File: src/rtl/core/grcm_ram.sv
`default_nettype none

module grcm_ram #(
   parameter  int WIDTH  = 8,
   parameter  int DEPTH  = 16,
   localparam int ADDR_W = (DEPTH > 1) ? $clog2(DEPTH) : 1
) (
   input  wire logic              clock,
   input  wire logic              wr_en,
   input  wire logic [ADDR_W-1:0] wr_addr,
   input  wire logic [WIDTH-1:0]  wr_data,
   input  wire logic              rd_en,
   input  wire logic [ADDR_W-1:0] rd_addr,
   output logic      [WIDTH-1:0]  rd_data
);

   logic [WIDTH-1:0] mem_ff [DEPTH];
   logic [WIDTH-1:0] rd_data_ff;

   // read-first: a read at the written address returns the old word
   always_ff @(posedge clock) begin
      if (rd_en) begin
         rd_data_ff <= mem_ff[rd_addr];
      end
      if (wr_en) begin
         mem_ff[wr_addr] <= wr_data;
      end
   end

   assign rd_data = rd_data_ff;

endmodule

`default_nettype wire

File: config.mk
export PLATFORM = sky130hd
export DESIGN_NAME = grcm_ram
export DESIGN_NICKNAME = d
export VERILOG_FILES = /design/src/rtl/core/grcm_ram.sv
export SDC_FILE = /design/constraint.sdc
export NUM_CORES = 1
export LEC_CHECK = 0
export BUFFER_PORTS_ARGS = -buffer_cell sky130_fd_sc_hd__buf_2
export CORE_UTILIZATION = 60
export DETAILED_ROUTE_END_ITERATION = 8
export GPL_ROUTABILITY_DRIVEN = 0
export GPL_TIMING_DRIVEN = 0
export PLACE_DENSITY_LB_ADDON = 0.08
export SYNTH_ARGS = -nofsm -noshare
export SYNTH_HDL_FRONTEND = slang
export SYNTH_SLANG_ARGS = --single-unit
File: constraint.sdc
create_clock -name clock -period 2.1 [get_ports clock]
set_input_delay 0.315 -clock clock [delete_from_list [all_inputs] [get_ports clock]]
set_output_delay 0.315 -clock clock [all_outputs]
set_load 0.005 [all_outputs]
==> results summary <==
The number of antenna diodes came out at 0. By startpoint and endpoint, the worst setup path is classified as input port to register. The number of clock buffers added by TritonCTS is 17. The area share of the leading cell type in the synthesized netlist is 78.1%.

The number of nets in the synthesized netlist came out at 248. The post-route netlist has 29.5% of its cells at a drive strength greater than 1. The unique cell type count in the Yosys netlist is 18. The maximum resistive drop on vdd came out at 0.721 mV. Dividing the detail-routed wire length by the instance count gives 24.0 um. The top achievable clock speed is 558 MHz. CTS saw 136 sinks. Setup violations remaining at the end of the flow were counted as 0. Data on the critical path is required at its endpoint by 2.22 ns. The total die area came out at 9090 um^2. The root buffer cell chosen for the clock tree is clkbuf_8. After layout, the worst path uses 85.3% of the clock period. Entering global routing, the biggest net connects 17 pins.

Setup repair after global routing left no endpoint under its margin. The initial detailed-routing violation count is 214. The clock-pin transition on the worst setup and hold timing paths came out at 0.06 ns. The top cell types in the final layout, fill and taps aside, are edfxtp_1, buf_2, mux4_2. Setup slack on the critical path of the routed design comes to 0.308 ns. The flow ran to the end, and the final reports show no timing, DRC or antenna violations. The critical path startpoint category is an input port.

The first global-routing pass estimated 14000 um of wire. The critical path data arrival time came out at 1.92 ns. The number of global-route vias before repair is 2424. The post-cts sizing count is 0. The mapped cell area is 5230 um^2. The static leakage power is 2.03 nW. The clock skew after layout is 0.00905 ns. The largest buffer count on any clock path came out at 2. The path class of the tightest hold or removal check is input port to register.

The HPWL after detailed placement is 5840 um. The depth of the CTS H-tree came out at 4. The area growth from synthesis to layout is 15.9%.

In the final layout, flip-flops and latches occupy 4080 um^2. The count of warnings emitted by yosys is 0. The master of the slowest instance on the critical path is nor3_1. The signal on the critical path passes through buf_2 > or3b_2 > nor3_1. The maximum fanout along the worst path is 8. The total routed wirelength is 9360 um. The detailed-route vias per instance came out at 6.26. The fraction of the yosys area taken by sequential cells came out at 78.1%.

The total of max-cap violations is 0. At the end of the flow, the number of nets in the layout was 292. The pre-CTS setup slack is -0.214 ns. The flop and latch count out of synthesis came out at 136. The clock latency of the later-clocked register in the worst-skew pair is 0.52 ns.

The count of pins over their slew limit is 0. The number of hold-repair buffers added at the cts stage came out at 0. The floorplan step set the die height to 95.3 um. TritonCTS built the clock tree.

The number of antenna violations at the first check in global routing came out at 0. The count of nets left with antenna violations once routing finished came out at 0. The multi-input gate area in the final layout came out at 1060 um^2. The via count came out at 2443.

The first-pass iteration count of the detailed router came out at 4. The worst path needs 1.79 ns of the cycle, external delays included. The transition time at the pin with the least slew margin is 1.24 ns.

The die extent in x came out at 95.3 um. The library cell occupying the most area in the post-synthesis netlist is edfxtp_1. The global-route congestion overflow total came out at 0. The worst slew slack as a fraction of its limit came out at 16.9%. The kind of end point of the critical path is a register. The most common cell after layout, fill and taps aside is edfxtp_1. The average cell area after synthesis came out at 22.8 um^2. The region available for standard cell placement spans 8340 um^2.

Summing internal, switching and leakage power gives 0.00619 W. In the routed design, unresolved DRC markers number 0. The initialized floorplan defines 33 standard-cell rows.

The worst hold slack across all endpoints is 0.152 ns. After synthesis, the cell types taking the most area are edfxtp_1, mux4_2, mux4_1. The fill cell total of the finished layout is 494. The initial core utilization is 62.7%. The number of instances in the synthesized netlist is 229.

The largest single stage delay on the critical path is 0.96 ns. After clock tree synthesis, the setup repair step added 0 buffers. The number of hold violations in the final report came to 0.

Input and output buffers added on the ports amount to 25. Global routing used 23.8% of the available tracks across all layers. The I/O pin count is 27. The power density over the cells is 1020 nW/um^2.
## synthesized netlist by cell type
cell type / n
edfxtp_1: 136
mux4_2: 18
a22oi_1: 16
mux4_1: 14
nor2_1: 13
nand2_1: 9
nor3_1: 4
buf_2: 3
buf_6: 3
clkdlybuf4s25_2: 3
nand2b_1: 2
nand3b_1: 2
and2_1: 1
and2b_1: 1
buf_4: 1
nand3_1: 1
nor2b_1: 1
or3b_2: 1
## area by class of cell
class	count	share of cell area, %
sequential	136	67.4
multi-input combinational	83	17.5
clock buffer	18	6.90
clock inverter	13	2.56
tap	105	2.17
timing repair buffer	25	2.07
buffer	10	1.43
## kinds of logic (layout without fill, tap and decap cells)
family                 Yosys count  in the layout  share of synthesized area, %
buffers and inverters           10             66                          1.65
AO/OA/AOI/OAI                   16             16                          2.30
AND/OR/NAND/NOR                 35             35                          3.14
flip-flops                     136            136                          78.1
multiplexers                    32             32                          14.8
## stage by stage
stage	setup TNS [ns]	util [%]	instances	area, um^2
5_1_grt	0	72.6	390	6060
6_report	0	72.6	390	6060
3_5_place_dp	-1.76	65.8	359	5480
3_3_place_gp	-2.45	65.8	359	5480
4_1_cts	0	72.6	390	6060
2_1_floorplan	0	-	229	5230
## power by group
group	internal, W	switching [W]	total, W
logic	0.000117	0.000162	0.000280
registers	0.00306	0.0000132	0.00307
clock network	0.00179	0.00105	0.00284
total	0.00497	0.00122	0.00619
## sequential cells by signal (all words and copies together) (netlist names)
signal   flops
rd_data      8
mem_ff     128
## worst paths after layout
check	cells after the start	start	end	slack, ns
max	3	wr_addr[2]	mem_ff[0][3]	0.31
min	1	rd_en	rd_data[1]	0.15
max reg2reg	3	mem_ff[5][0]	rd_data[0]	0.55
min reg2reg	3	mem_ff[11][4]	rd_data[4]	0.76
## critical path, delay by kind of cell
kind | cells | cell delay [ns]
AND/OR/NAND/NOR | 2 | 1.48
buffers and inverters | 1 | 0.12
## routing by layer
metal | GRT usage (%) | wire length, um | vias to the layer above
li1 | - | - | 1070
met1 | 34.0 | 4100 | 1258
met2 | 34.6 | 4470 | 99
met3 | 6.94 | 607 | 16
met4 | 9.97 | 190 | 0
met5 | 0 | 0 | -
No activity file was read; power rests on OpenSTA's default activity.
